`src/hpbt_pkg.sv`:
```
`timescale 1ns / 1ps
// shared types and constants of the header block tokenizer
// no dependencies

package hpbt_pkg;

  // parser phases
  typedef enum logic [3:0] {
    PH_IDLE        = 4'd0,
    PH_INT_INDEXED = 4'd1,
    PH_INT_NAMEIDX = 4'd2,
    PH_INT_UPDATE  = 4'd3,
    PH_NAMELEN_HDR = 4'd4,
    PH_INT_NAMELEN = 4'd5,
    PH_NAME_BYTES  = 4'd6,
    PH_VALLEN_HDR  = 4'd7,
    PH_INT_VALLEN  = 4'd8,
    PH_VALUE_BYTES = 4'd9
  } phase_t;

  // token kinds
  localparam logic [2:0] TK_INDEXED  = 3'd0;
  localparam logic [2:0] TK_NAME_IDX = 3'd1;
  localparam logic [2:0] TK_NAME_LEN = 3'd2;
  localparam logic [2:0] TK_VAL_LEN  = 3'd3;
  localparam logic [2:0] TK_STR_BYTE = 3'd4;
  localparam logic [2:0] TK_SIZE_UPD = 3'd5;
  localparam logic [2:0] TK_ERROR    = 3'd6;
  localparam logic [2:0] TK_BLK_END  = 3'd7;

  // error codes
  localparam logic [2:0] ST_OK        = 3'd0;
  localparam logic [2:0] ST_TRUNC     = 3'd1;
  localparam logic [2:0] ST_OVERFLOW  = 3'd2;
  localparam logic [2:0] ST_BAD_TABLE = 3'd3;
  localparam logic [2:0] ST_INDEX0    = 3'd4;

  // literal kinds
  localparam logic [1:0] MODE_WITH    = 2'd0;
  localparam logic [1:0] MODE_WITHOUT = 2'd1;
  localparam logic [1:0] MODE_NEVER   = 2'd2;

  // largest shift before a continuation byte may still be added
  localparam logic [5:0] SHIFT_LIMIT = 6'd56;
  localparam logic [5:0] SHIFT_STEP  = 6'd7;

  localparam logic [31:0] TABLE_SIZE_RESET = 32'd4096;

  typedef struct packed {
    logic [2:0]  kind;
    logic [63:0] value;
    logic        huff;
    logic [1:0]  mode;
    logic [7:0]  sbyte;
    logic [2:0]  status;
  } tok_t;

  // results of one input byte: one or two tokens
  typedef struct packed {
    tok_t tok0;
    tok_t tok1;
    logic two;
  } entry_t;

endpackage

```
`src/hpack_header_block_tokenizer.sv`:
```
`timescale 1ns / 1ps
// HPACK header block tokenizer: accepts one header block byte per cycle while the
// internal queue has room and emits one token per cycle while pop is high. A byte
// gives zero, one or two tokens; a token is registered in the queue and then in the
// output register before it is visible. A byte that gives two tokens takes two pops,
// so sustained input rate is one byte per cycle as long as the result side pops one
// token per cycle and most bytes give at most one token; the QUEUE_DEPTH-entry
// queue absorbs bursts. The table size limit is written on cfg_data through the
// cfg_valid/cfg_ready channel, which is always ready. No clearing pass after reset.
// depends on hpbt_pkg, hpbt_front, hpbt_queue, hpbt_back

module hpack_header_block_tokenizer import hpbt_pkg::*; #(
  parameter int MAX_SIZE_UPDATES = 2,
  parameter int MAX_CONT_BYTES   = 10,
  parameter int QUEUE_DEPTH      = 4
) (
  input  logic        clk,
  input  logic        rst,
  input  logic        push,
  output logic        full,
  input  logic [7:0]  data_byte,
  input  logic        block_start,
  input  logic        block_last,
  input  logic        pop,
  output logic        empty,
  output logic [2:0]  token_kind,
  output logic [63:0] token_value,
  output logic        huffman_flag,
  output logic [1:0]  index_mode,
  output logic [7:0]  string_byte,
  output logic [2:0]  status,
  output logic        last_of_run,
  input  logic        cfg_valid,
  output logic        cfg_ready,
  input  logic [31:0] cfg_data
);

  logic   in_take;
  logic   ent_valid;
  entry_t ent;
  entry_t q_data;
  logic   q_rd;
  logic   q_empty;
  logic   q_full;
  tok_t   tok;

  assign cfg_ready = 1'b1;
  assign full      = q_full;
  assign in_take   = push && !q_full;

  hpbt_front #(
    .MAX_SIZE_UPDATES (MAX_SIZE_UPDATES),
    .MAX_CONT_BYTES   (MAX_CONT_BYTES)
  ) u_front (
    .clk         (clk),
    .rst         (rst),
    .in_take     (in_take),
    .data_byte   (data_byte),
    .block_start (block_start),
    .block_last  (block_last),
    .cfg_we      (cfg_valid),
    .cfg_data    (cfg_data),
    .ent_valid   (ent_valid),
    .ent         (ent)
  );

  hpbt_queue #(
    .DEPTH (QUEUE_DEPTH)
  ) u_queue (
    .clk     (clk),
    .rst     (rst),
    .wr      (ent_valid),
    .wr_data (ent),
    .rd      (q_rd),
    .rd_data (q_data),
    .full    (q_full),
    .empty   (q_empty)
  );

  hpbt_back u_back (
    .clk         (clk),
    .rst         (rst),
    .q_data      (q_data),
    .q_empty     (q_empty),
    .q_rd        (q_rd),
    .pop         (pop),
    .empty       (empty),
    .tok         (tok),
    .last_of_run (last_of_run)
  );

  // result fields
  assign token_kind   = tok.kind;
  assign token_value  = tok.value;
  assign huffman_flag = tok.huff;
  assign index_mode   = tok.mode;
  assign string_byte  = tok.sbyte;
  assign status       = tok.status;

endmodule

```
`src/hpbt_front.sv`:
```
`timescale 1ns / 1ps
// front end: representation parser and prefix integer decoder, a byte per in_take
// depends on hpbt_pkg

module hpbt_front import hpbt_pkg::*; #(
  parameter int MAX_SIZE_UPDATES = 2,
  parameter int MAX_CONT_BYTES   = 10
) (
  input  logic        clk,
  input  logic        rst,
  input  logic        in_take,
  input  logic [7:0]  data_byte,
  input  logic        block_start,
  input  logic        block_last,
  input  logic        cfg_we,
  input  logic [31:0] cfg_data,
  output logic        ent_valid,
  output entry_t      ent
);

  localparam int CC_W = $clog2(MAX_CONT_BYTES + 1);
  localparam int UC_W = $clog2(MAX_SIZE_UPDATES + 1);

  logic [31:0]     table_limit;
  phase_t          phase, phase_next;
  logic [63:0]     accum, accum_next;
  logic [5:0]      shift, shift_next;
  logic [CC_W-1:0] cont_cnt, cont_cnt_next;
  logic [63:0]     str_rem, str_rem_next;
  logic [1:0]      mode, mode_next;
  logic            upd_allowed, upd_allowed_next;
  logic [UC_W-1:0] upd_cnt, upd_cnt_next;
  logic            err, err_next;
  logic            huff, huff_next;

  // configuration register
  always_ff @(posedge clk) begin
    if (rst) begin
      table_limit <= TABLE_SIZE_RESET;
    end else if (cfg_we) begin
      table_limit <= cfg_data;
    end
  end

  // parse step
  always_comb begin
    phase_t      st_purpose;
    logic        st_go;
    logic [6:0]  st_pv;
    logic [6:0]  st_mask;
    logic        fin;
    phase_t      fin_purpose;
    logic [63:0] fin_v;
    logic [63:0] add;
    logic [64:0] sum;
    logic        p_valid, e_valid;
    tok_t        p_tok, e_tok;

    st_purpose  = PH_IDLE;
    st_go       = 1'b0;
    st_pv       = '0;
    st_mask     = '0;
    fin         = 1'b0;
    fin_purpose = PH_IDLE;
    fin_v       = '0;
    add         = '0;
    sum         = '0;
    p_valid     = 1'b0;
    e_valid     = 1'b0;
    p_tok       = '0;
    e_tok       = '0;

    // per-block state, cleared first when a new block opens
    if (block_start) begin
      phase_next       = PH_IDLE;
      accum_next       = '0;
      shift_next       = '0;
      cont_cnt_next    = '0;
      str_rem_next     = '0;
      mode_next        = MODE_WITH;
      upd_allowed_next = 1'b1;
      upd_cnt_next     = '0;
      err_next         = 1'b0;
      huff_next        = 1'b0;
    end else begin
      phase_next       = phase;
      accum_next       = accum;
      shift_next       = shift;
      cont_cnt_next    = cont_cnt;
      str_rem_next     = str_rem;
      mode_next        = mode;
      upd_allowed_next = upd_allowed;
      upd_cnt_next     = upd_cnt;
      err_next         = err;
      huff_next        = huff;
    end

    if (!err_next) begin
      case (phase_next)
        PH_IDLE: begin
          if (data_byte[7]) begin
            upd_allowed_next = 1'b0;
            st_go = 1'b1; st_purpose = PH_INT_INDEXED; st_mask = 7'h7F;
          end else if (data_byte[7:6] == 2'b01) begin
            upd_allowed_next = 1'b0;
            mode_next = MODE_WITH;
            st_go = 1'b1; st_purpose = PH_INT_NAMEIDX; st_mask = 7'h3F;
          end else if (data_byte[7:4] == 4'h0) begin
            upd_allowed_next = 1'b0;
            mode_next = MODE_WITHOUT;
            st_go = 1'b1; st_purpose = PH_INT_NAMEIDX; st_mask = 7'h0F;
          end else if (data_byte[7:4] == 4'h1) begin
            upd_allowed_next = 1'b0;
            mode_next = MODE_NEVER;
            st_go = 1'b1; st_purpose = PH_INT_NAMEIDX; st_mask = 7'h0F;
          end else if (!upd_allowed_next ||
                       upd_cnt_next >= UC_W'(MAX_SIZE_UPDATES)) begin
            p_valid = 1'b1; p_tok.kind = TK_ERROR; p_tok.status = ST_BAD_TABLE;
            err_next = 1'b1; phase_next = PH_IDLE;
          end else begin
            st_go = 1'b1; st_purpose = PH_INT_UPDATE; st_mask = 7'h1F;
          end
        end
        PH_INT_INDEXED, PH_INT_NAMEIDX, PH_INT_UPDATE,
        PH_INT_NAMELEN, PH_INT_VALLEN: begin
          if (cont_cnt_next >= CC_W'(MAX_CONT_BYTES) || shift_next > SHIFT_LIMIT) begin
            p_valid = 1'b1; p_tok.kind = TK_ERROR; p_tok.status = ST_OVERFLOW;
            err_next = 1'b1; phase_next = PH_IDLE;
          end else begin
            cont_cnt_next = cont_cnt_next + 1'b1;
            add = {57'd0, data_byte[6:0]} << shift_next;
            sum = {1'b0, accum_next} + {1'b0, add};
            if (sum[64]) begin
              p_valid = 1'b1; p_tok.kind = TK_ERROR; p_tok.status = ST_OVERFLOW;
              err_next = 1'b1; phase_next = PH_IDLE;
            end else begin
              accum_next = sum[63:0];
              shift_next = shift_next + SHIFT_STEP;
              if (!data_byte[7]) begin
                fin = 1'b1; fin_purpose = phase_next; fin_v = sum[63:0];
              end
            end
          end
        end
        PH_NAMELEN_HDR: begin
          huff_next = data_byte[7];
          st_go = 1'b1; st_purpose = PH_INT_NAMELEN; st_mask = 7'h7F;
        end
        PH_VALLEN_HDR: begin
          huff_next = data_byte[7];
          st_go = 1'b1; st_purpose = PH_INT_VALLEN; st_mask = 7'h7F;
        end
        PH_NAME_BYTES, PH_VALUE_BYTES: begin
          p_valid = 1'b1; p_tok.kind = TK_STR_BYTE;
          p_tok.mode = mode_next; p_tok.sbyte = data_byte;
          if (str_rem_next != '0) begin
            str_rem_next = str_rem_next - 64'd1;
          end
          if (str_rem_next == '0) begin
            phase_next = (phase_next == PH_NAME_BYTES) ? PH_VALLEN_HDR : PH_IDLE;
          end
        end
        default: begin
          phase_next = PH_IDLE;
        end
      endcase

      // first byte of a prefix integer
      if (st_go) begin
        st_pv = data_byte[6:0] & st_mask;
        if (st_pv != st_mask) begin
          fin = 1'b1; fin_purpose = st_purpose; fin_v = {57'd0, st_pv};
        end else begin
          accum_next    = {57'd0, st_pv};
          shift_next    = '0;
          cont_cnt_next = '0;
          phase_next    = st_purpose;
        end
      end

      // completed integer
      if (fin) begin
        case (fin_purpose)
          PH_INT_INDEXED: begin
            p_valid = 1'b1;
            phase_next = PH_IDLE;
            if (fin_v == '0) begin
              p_tok.kind = TK_ERROR; p_tok.status = ST_INDEX0;
              err_next = 1'b1;
            end else begin
              p_tok.kind = TK_INDEXED; p_tok.value = fin_v;
            end
          end
          PH_INT_NAMEIDX: begin
            p_valid = 1'b1;
            p_tok.kind = TK_NAME_IDX; p_tok.value = fin_v; p_tok.mode = mode_next;
            phase_next = (fin_v == '0) ? PH_NAMELEN_HDR : PH_VALLEN_HDR;
          end
          PH_INT_UPDATE: begin
            p_valid = 1'b1;
            phase_next = PH_IDLE;
            if (fin_v[63:32] != '0 || fin_v[31:0] > table_limit) begin
              p_tok.kind = TK_ERROR; p_tok.status = ST_BAD_TABLE;
              err_next = 1'b1;
            end else begin
              p_tok.kind = TK_SIZE_UPD; p_tok.value = fin_v;
              upd_cnt_next = upd_cnt_next + 1'b1;
            end
          end
          PH_INT_NAMELEN: begin
            p_valid = 1'b1;
            p_tok.kind = TK_NAME_LEN; p_tok.value = fin_v;
            p_tok.huff = huff_next; p_tok.mode = mode_next;
            str_rem_next = fin_v;
            phase_next = (fin_v != '0) ? PH_NAME_BYTES : PH_VALLEN_HDR;
          end
          default: begin
            p_valid = 1'b1;
            p_tok.kind = TK_VAL_LEN; p_tok.value = fin_v;
            p_tok.huff = huff_next; p_tok.mode = mode_next;
            str_rem_next = fin_v;
            phase_next = (fin_v != '0) ? PH_VALUE_BYTES : PH_IDLE;
          end
        endcase
      end

      // end of block: clean close or truncation
      if (block_last && !err_next) begin
        e_valid = 1'b1;
        if (phase_next == PH_IDLE) begin
          e_tok.kind = TK_BLK_END;
        end else begin
          e_tok.kind = TK_ERROR; e_tok.status = ST_TRUNC;
        end
      end
    end

    // next byte always opens a fresh block after the last one
    if (block_last) begin
      phase_next       = PH_IDLE;
      accum_next       = '0;
      shift_next       = '0;
      cont_cnt_next    = '0;
      str_rem_next     = '0;
      mode_next        = MODE_WITH;
      upd_allowed_next = 1'b1;
      upd_cnt_next     = '0;
      err_next         = 1'b0;
      huff_next        = 1'b0;
    end

    // pack the results of this byte
    ent_valid = in_take && (p_valid || e_valid);
    ent.tok0  = p_valid ? p_tok : e_tok;
    ent.tok1  = e_tok;
    ent.two   = p_valid && e_valid;
  end

  // parser state
  always_ff @(posedge clk) begin
    if (rst) begin
      phase       <= PH_IDLE;
      accum       <= '0;
      shift       <= '0;
      cont_cnt    <= '0;
      str_rem     <= '0;
      mode        <= MODE_WITH;
      upd_allowed <= 1'b1;
      upd_cnt     <= '0;
      err         <= 1'b0;
      huff        <= 1'b0;
    end else if (in_take) begin
      phase       <= phase_next;
      accum       <= accum_next;
      shift       <= shift_next;
      cont_cnt    <= cont_cnt_next;
      str_rem     <= str_rem_next;
      mode        <= mode_next;
      upd_allowed <= upd_allowed_next;
      upd_cnt     <= upd_cnt_next;
      err         <= err_next;
      huff        <= huff_next;
    end
  end

endmodule

```
`src/hpbt_queue.sv`:
```
`timescale 1ns / 1ps
// short queue of result entries between parser and output stage
// depends on hpbt_pkg

module hpbt_queue import hpbt_pkg::*; #(
  parameter int DEPTH = 4
) (
  input  logic   clk,
  input  logic   rst,
  input  logic   wr,
  input  entry_t wr_data,
  input  logic   rd,
  output entry_t rd_data,
  output logic   full,
  output logic   empty
);

  localparam int PTR_W = (DEPTH > 1) ? $clog2(DEPTH) : 1;
  localparam int CNT_W = $clog2(DEPTH + 1);

  entry_t           mem [DEPTH];
  logic [PTR_W-1:0] wr_ptr, rd_ptr;
  logic [CNT_W-1:0] count;

  assign full    = (count == CNT_W'(DEPTH));
  assign empty   = (count == '0);
  assign rd_data = mem[rd_ptr];

  // storage
  always_ff @(posedge clk) begin
    if (wr) begin
      mem[wr_ptr] <= wr_data;
    end
  end

  // pointers and fill count
  always_ff @(posedge clk) begin
    if (rst) begin
      wr_ptr <= '0;
      rd_ptr <= '0;
      count  <= '0;
    end else begin
      if (wr) begin
        wr_ptr <= (wr_ptr == PTR_W'(DEPTH - 1)) ? '0 : wr_ptr + 1'b1;
      end
      if (rd) begin
        rd_ptr <= (rd_ptr == PTR_W'(DEPTH - 1)) ? '0 : rd_ptr + 1'b1;
      end
      if (wr && !rd) begin
        count <= count + 1'b1;
      end else if (rd && !wr) begin
        count <= count - 1'b1;
      end
    end
  end

endmodule

```
`src/hpbt_back.sv`:
```
`timescale 1ns / 1ps
// output stage: holds one entry and hands out its tokens one per pop
// depends on hpbt_pkg

module hpbt_back import hpbt_pkg::*; (
  input  logic   clk,
  input  logic   rst,
  input  entry_t q_data,
  input  logic   q_empty,
  output logic   q_rd,
  input  logic   pop,
  output logic   empty,
  output tok_t   tok,
  output logic   last_of_run
);

  entry_t cur;
  logic   valid;
  logic   sel;
  logic   done;

  // current token leaves and it is the final one of the entry
  assign done        = pop && valid && (sel || !cur.two);
  assign q_rd        = (!valid || done) && !q_empty;
  assign empty       = !valid;
  assign tok         = sel ? cur.tok1 : cur.tok0;
  assign last_of_run = sel || !cur.two;

  // held entry
  always_ff @(posedge clk) begin
    if (q_rd) begin
      cur <= q_data;
    end
  end

  // control
  always_ff @(posedge clk) begin
    if (rst) begin
      valid <= 1'b0;
      sel   <= 1'b0;
    end else if (q_rd) begin
      valid <= 1'b1;
      sel   <= 1'b0;
    end else if (done) begin
      valid <= 1'b0;
      sel   <= 1'b0;
    end else if (pop && valid) begin
      sel <= 1'b1;
    end
  end

endmodule

```
`config.mk`:
```
export PLATFORM = sky130hd
export DESIGN_NAME = hpack_header_block_tokenizer
export DESIGN_NICKNAME = d
export VERILOG_FILES = /design/src/hpbt_pkg.sv /design/src/hpack_header_block_tokenizer.sv /design/src/hpbt_front.sv /design/src/hpbt_queue.sv /design/src/hpbt_back.sv
export SDC_FILE = /design/constraint.sdc
export NUM_CORES = 1
export LEC_CHECK = 0
export BUFFER_PORTS_ARGS = -buffer_cell sky130_fd_sc_hd__clkbuf_2
export CAP_MARGIN = 20
export CORE_AREA = 2 2 255 257
export CTS_BUF_LIST = sky130_fd_sc_hd__clkbuf_16
export DETAILED_ROUTE_END_ITERATION = 16
export DIE_AREA = 0 0 257 259
export PLACE_DENSITY_LB_ADDON = 0.15
export SETUP_SLACK_MARGIN = 0.05
export SYNTH_ARGS = -nofsm -noshare
export SYNTH_HDL_FRONTEND = slang
export SYNTH_SLANG_ARGS = --single-unit
```
`constraint.sdc`:
```
create_clock -name clk -period 11.7 [get_ports clk]
set_clock_uncertainty 0.15 [all_clocks]
set_input_delay 2.34 -clock clk [delete_from_list [all_inputs] [get_ports clk]]
set_output_delay 2.34 -clock clk [all_outputs]
set_load 0.01 [all_outputs]
```
==> summary.txt, run 1 <==
Setup path
  • WS Path Type: input port to flip-flop
  • Crit path capture type: flip-flop
  • CP max FO: 32
  • Startpoint types: input port
  • Worst path most repeated cell: a21o_1
  • WP data required: 12110 ps
  • Worst path slowest cell: nor2b_1
  • Crit path DAT: 11230 ps
  • Worst path max stage delay: 640 ps

Clock tree
  • Clock slew at reported path FFs: 60 ps
  • Post-CTS setup buffers: 0
  • Deepest clock path buffer count: 3
  • TritonCTS buffer count: 67
  • PostCTS Resize Cnt: 0
  • H-tree depth: 3
  • CTS tree: yes
  • Cts hold-fix bufs: 0
  • CTS sink cnt: 615
  • Worst skew pair latency: 650 ps
  • Clk root buf: clkbuf_16

Routing
  • Vias per cell: 6.449
  • Initial DRC count: 3723
  • Drt drc: 0
  • Final wirelength: 119900 um
  • First-pass DRT Iterations: 6
  • Routed vias: 30220
  • Mean routed wirelength per cell: 25.58 um
  • Antenna viol nets, final: 0

Synthesis
  • Post-synth top area share: 35.50%
  • Sequential cell area fraction in the yosys report: 46.08%
  • Syn. warnings: 0
  • Syn nets: 3892
  • Synth area leaders: edfxtp_1, dfxtp_1, nor2_1, mux4_2, a21oi_1
  • Cell variety after synth: 112
  • Number of synthesized flops with an enable pin: 425
  • FF+latch count, synth: 615
  • Syn Area/Cell: 9.621 um2
  • Top_reg_cell synth: edfxtp_1
  • Cell count after synthesis: 3737
  • Share of synthesized registers carrying an async set or reset: 0%
  • Yosys top cell by area: edfxtp_1
  • Mapped cell area: 35950 um2

Final layout
  • Final instance area: 39710 um2
  • Antenna cell count: 0
  • Area growth syn-to-layout: 10.46%
  • Non-Filler Instances: 4686
  • NumNets Final: 3932
  • Fraction of layout cells with a size suffix above 1: 12.92%
  • Util after Layout: 62.17%

GRT
  • First-pass GRT wire length: 180100 um
  • Largest net degree at the start of global routing: 112
  • GR Overflow Total: 0
  • Gr usage total: 35.57%
  • Initial antenna violation count: 2
  • Vias in the first global route: 28560

Timing
  • Period utilization: 92.48%
  • Setup Viol. Count Final: 0
  • Fmax: 92.43 MHz
  • Final hold violation count: 0
  • Slew Limit Fails: 0
  • RSZ-0062 raised after global routing: no
  • Relative slew slack: 25.44%
  • Worst-margin pin slew: 1115 ps
  • Tmin final: 10820 ps
  • TNS Setup: 0 ps

Power
  • Total power: 6338 uW
  • Power Dens Cells: 159.6 nW/um2
  • Static Leakage: 0.01416 uW
  • Peak supply drop: 167.1 uV

Floorplanning
  • # rows: 93
  • Starting density of the core: 56.28%
  • DIE HEIGHT: 259 um
  • Die area: 66560 um2
  • Die width: 257 um
  • Core area: 63880 um2
  • Top Ports: 132

Placement
  • PortBufs: 130
  • Placed cells: 4563
  • Placed inst area: 37540 um2
  • Routability cong.: 1.039
  • Hpwl dp: 88290 um

Outcome
  • Status: complete, no violations

Job
  • MaxCap Viol Count: 0

Hold path
  • Hold Crit Class: flip-flop to flip-flop
metal layers:
layer	track usage (%)	vias to the layer above	routed length [um]
met3	5.839	251	9610
met4	14.41	2	5000
met2	56.03	1399	54650
li1	-	13770	-
met1	49.30	14800	50600
met5	0	-	13
stage by stage:
step           setup WS (ps)  hold WS, ps
2_1_floorplan          83.72        277.3
3_3_place_gp           705.8        288.5
3_5_place_dp           530.0        291.9
4_1_cts                 1076        298.2
5_1_grt                353.9        309.3
6_report               880.4        300.3
layout by cell type (no fill, tap or decap), types with 57 or more instances in the layout:
master | synthesis | routed
dfxtp_1 | 190 | 187
nand2_1 | 341 | 338
nor2_1 | 517 | 516
xnor2_1 | 80 | 80
o21ai_0 | 217 | 217
edfxtp_1 | 425 | 425
ha_1 | 106 | 106
buf_4 | 11 | 80
clkbuf_16 | 0 | 68
mux4_2 | 85 | 85
a21oi_1 | 272 | 271
clkbuf_2 | 1 | 128
nand4_1 | 58 | 58
inv_1 | 91 | 101
nor2b_1 | 176 | 175
a22oi_1 | 81 | 81
nand3_1 | 57 | 57
nor3_1 | 135 | 134
cell usage after synthesis, types with 53 or more instances:
master	n
a22oi_1	81
mux4_2	85
nand2_1	341
nand4_1	58
nand3_1	57
nor3_1	135
edfxtp_1	425
nor2_1	517
nor2b_1	176
xor2_1	55
a21oi_1	272
xnor2_1	80
clkbuf_1	177
o21ai_0	217
mux2i_1	53
dfxtp_1	190
inv_1	91
ha_1	106
path summary, 6_finish.rpt:
kind / to / cells after the start / startpoint / slack (ps)
hold reg to reg: u_front.accum[17]$_SDFFE_PP0P_ / 2 / u_front.accum[17]$_SDFFE_PP0P_ / 300
hold / removal: u_front.accum[17]$_SDFFE_PP0P_ / 2 / u_front.accum[17]$_SDFFE_PP0P_ / 300
setup / recovery: u_queue.count[2]$_SDFFE_PP0P_ / 39 / block_start / 880
setup reg to reg: u_queue.count[2]$_SDFFE_PP0P_ / 38 / u_front.shift[0]$_SDFFE_PP0P_ / 2270
sequential cells by signal (all words and copies together), names as in the netlist:
name and cells:
u_queue.rd_ptr 2, u_front.table_limit 32, u_queue.mem 340, u_front.cont_cnt 4, u_front.mode 2, u_back.cur 85, u_front.str_rem 64, u_front.upd_allowed 1
u_front.err 1, u_front.upd_cnt 2, u_front.phase 4, u_front.shift 6, u_queue.wr_ptr 2, u_back.valid 1, u_queue.count 3, u_front.huff 1
u_front.accum 64, u_back.sel 1
where the power goes:
part	internal, uW	switching, uW
sequential	2720	132
clock	1150	921
combinational	599	820
cell families (layout without fill, tap and decap cells):
logic type / Yosys count / count (layout) / synth area share [%]
xor gates and xnor gates: 135 / 135 / 3.289
muxes: 141 / 141 / 6.894
other: 1 / 1 / 0.01043
AOI/OAI and AO/OA: 881 / 881 / 15.52
buffers and inverters: 345 / 439 / 3.946
DFF: 615 / 615 / 46.08
and+or+nand+nor: 1511 / 1511 / 20.46
adders and majority gates: 108 / 108 / 3.800
worst max-delay path, delay by kind of cell:
kind / cells / cell delay (ps)
adders and majority gates: 4 / 1320
and+or+nand+nor: 7 / 2260
muxes: 1 / 190
xor gates and xnor gates: 1 / 180
buffers and inverters: 6 / 990
AOI/OAI and AO/OA: 20 / 3900
layout make-up:
type,count,area [um2]
clock buffers,68,1702
clock inverters,55,467.9
fillers,5411,24170
inverters,92,345.3
multi-input cells,2777,18010
flip-flops and latches,615,16580
well taps,855,1070
repair buffers,224,1544
Note: power is estimated with default switching activity, not from simulation.
==> inputs of run 2 (changes only) <==
Settings changed: BUFFER_PORTS_ARGS -buffer_cell sky130_fd_sc_hd__clkbuf_2 to not set, CORE_AREA 2 2 255 257 to 2 2 250 252, DIE_AREA 0 0 257 259 to 0 0 252 254, DONT_BUFFER_PORTS set to 1.
==> run 2 against run 1 <==
  * Largest power group unchanged
  * Global-route usage rose by 4.0 points
  * Critical endpoint unchanged
  * Sequential cell count did not move
  * Total power fell by 1.6%
==> summary.txt, run 2 (synthesis results as in run 1) <==
Routing
  • Routed vias: 30960
  • Final wirelength: 128300 um
  • Vias per cell: 6.922
  • Antenna viol nets, final: 0
  • Initial DRC count: 3752
  • Mean routed wirelength per cell: 28.68 um
  • First-pass DRT Iterations: 6
  • Drt drc: 0

Floorplanning
  • Top Ports: 132
  • # rows: 91
  • Die area: 64010 um2
  • Starting density of the core: 58.69%
  • DIE HEIGHT: 254 um
  • Core area: 61260 um2
  • Die width: 252 um

Clock tree
  • Cts hold-fix bufs: 0
  • CTS sink cnt: 615
  • PostCTS Resize Cnt: 0
  • TritonCTS buffer count: 61
  • Worst skew pair latency: 650 ps
  • H-tree depth: 2
  • CTS tree: yes
  • Deepest clock path buffer count: 3
  • Clk root buf: clkbuf_16
  • Post-CTS setup buffers: 0
  • Clock slew at reported path FFs: 70 ps

Power
  • Peak supply drop: 146.3 uV
  • Sequential cell fraction of total power: 45.9%
  • Clock power frac: 33.8%
  • Power Dens Cells: 160.8 nW/um2
  • Total power: 6238 uW
  • Logic pwr share: 20.2%
  • Switching Fraction: 28.97%
  • Static Leakage: 0.01350 uW
  • P_sw: 1807 uW
  • Int Pwr: 4431 uW

Timing
  • Tmin final: 10840 ps
  • Final hold violation count: 0
  • Setup Viol. Count Final: 0
  • RSZ-0062 raised after global routing: no
  • Worst-margin pin slew: 1115 ps
  • Final WS setup: 856.0 ps
  • Relative slew slack: 25.42%
  • TNS Setup: 0 ps
  • Fmax: 92.22 MHz
  • Slew Limit Fails: 0
  • Period utilization: 92.68%

Setup path
  • CP bufs+invs: 5
  • CP max FO: 222
  • Crit path DAT: 11240 ps
  • Worst path slowest cell: nor2b_1
  • Worst path max stage delay: 670 ps
  • Crit path max-delay family: compound AO/OA/AOI/OAI gates
  • CP startpoint: block_start
  • R2r setup slk: 2040 ps
  • RR Startpoint: u_front.shift[0]$_SDFFE_PP0P_
  • Startpoint types: input port
  • Crit path capture type: flip-flop
  • WS Path Type: input port to flip-flop
  • WP data required: 12090 ps
  • Worst path most repeated cell: a21o_1

Final layout
  • Largest reg by FF count: u_queue.mem
  • Area growth syn-to-layout: 7.924%
  • Filler cells: 4811
  • Most frequent cells in the layout: nor2_1, edfxtp_1, nand2_1
  • FF+latch area: 16580 um2
  • Largest registers: u_queue.mem (340), u_back.cur (85)
  • Non-Filler Instances: 4473
  • Fraction of layout cells with a size suffix above 1: 9.563%
  • NumNets Final: 3785
  • Commonest non-fill, non-tap cell in the layout: nor2_1
  • Multi-input gate area: 18010 um2
  • Max reg flops: 340

GRT
  • GR Layer Usage met3: 7.805%
  • Most Used Layer, Global Route: met2
  • GR Overflow Total: 0
  • Met2 usage: 64.61%
  • GR Layer Usage met1: 51.36%
  • Initial antenna violation count: 6
  • Largest net degree at the start of global routing: 223
  • Gr usage total: 39.52%
  • Vias in the first global route: 29560
  • First-pass GRT wire length: 189200 um

Job
  • MaxCap Viol Count: 0

Placement
  • Placed cells: 4355
  • Place WS: 666.5 ps
  • Routability cong.: 1.018
  • Hpwl dp: 93590 um
  • PortBufs: 0

Hold path
  • Hold wc startpoint: u_front.accum[5]$_SDFFE_PP0P_
  • Hold Crit Class: flip-flop to flip-flop

Outcome
  • Status: complete, no violations
run 2: cell types whose count changed in the layout (fill, tap and decap cells not counted), moves of 3 or more:
cell	before	now
buf_4	80	74
buf_12	14	8
inv_1	101	98
clkinv_2	13	5
clkbuf_16	68	61
clkinvlp_4	0	4
clkinv_1	17	14
clkbuf_2	128	0
bufinv_16	3	12
clkinv_16	4	0
run 2: path summary, 6_finish.rpt:
path / end / cells after the start
hold reg to reg: u_front.accum[5]$_SDFFE_PP0P_ / 2
hold / removal: u_front.accum[5]$_SDFFE_PP0P_ / 2
setup reg to reg: u_queue.count[2]$_SDFFE_PP0P_ / 38
setup / recovery: u_queue.count[2]$_SDFFE_PP0P_ / 38
run 2: stage by stage:
stage	hold slack, ps	instance area [um2]	utilization [%]
floorplan	277.3	35960	-
global placement	286.4	36620	59.78
detailed placement	290.8	36640	59.81
CTS	299.6	38780	63.31
global route	334.4	38800	63.34
finish	300.7	38800	63.34
run 2: power by group through the flow:
stage | clock (uW) | sequential [uW] | combinational [uW]
CTS | 2120 | 2870 | 1260
global placement | 0 | 2890 | 1210
detailed placement | 0 | 2910 | 1250
finish | 2110 | 2870 | 1260
floorplan | 0 | 2830 | 988
global route | 2200 | 2900 | 1330
run 2: layout make-up:
| type | count | share of cell area, % |
|---|---|---|
| multi-input cells | 2777 | 46.43 |
| flip-flops and latches | 615 | 42.72 |
| clock buffers | 61 | 3.934 |
| well taps | 790 | 2.547 |
| repair buffers | 83 | 1.873 |
| clock inverters | 53 | 1.593 |
| inverters | 92 | 0.8900 |
| diodes | 2 | 0.01290 |
run 2: tightest hold or removal path, cell delays in order, from the launching register on:
cell and delay, ps:
dfxtp_1 300, nand2_1 50, a21oi_1 50
run 2: metal layers:
metal	share of wire (%)	vias up	wire (um)
met5	0.023	-	30
met4	5.1	4	6508
met3	9.8	401	12510
met2	47	1905	60010
met1	38	15140	49240
li1	-	13510	-
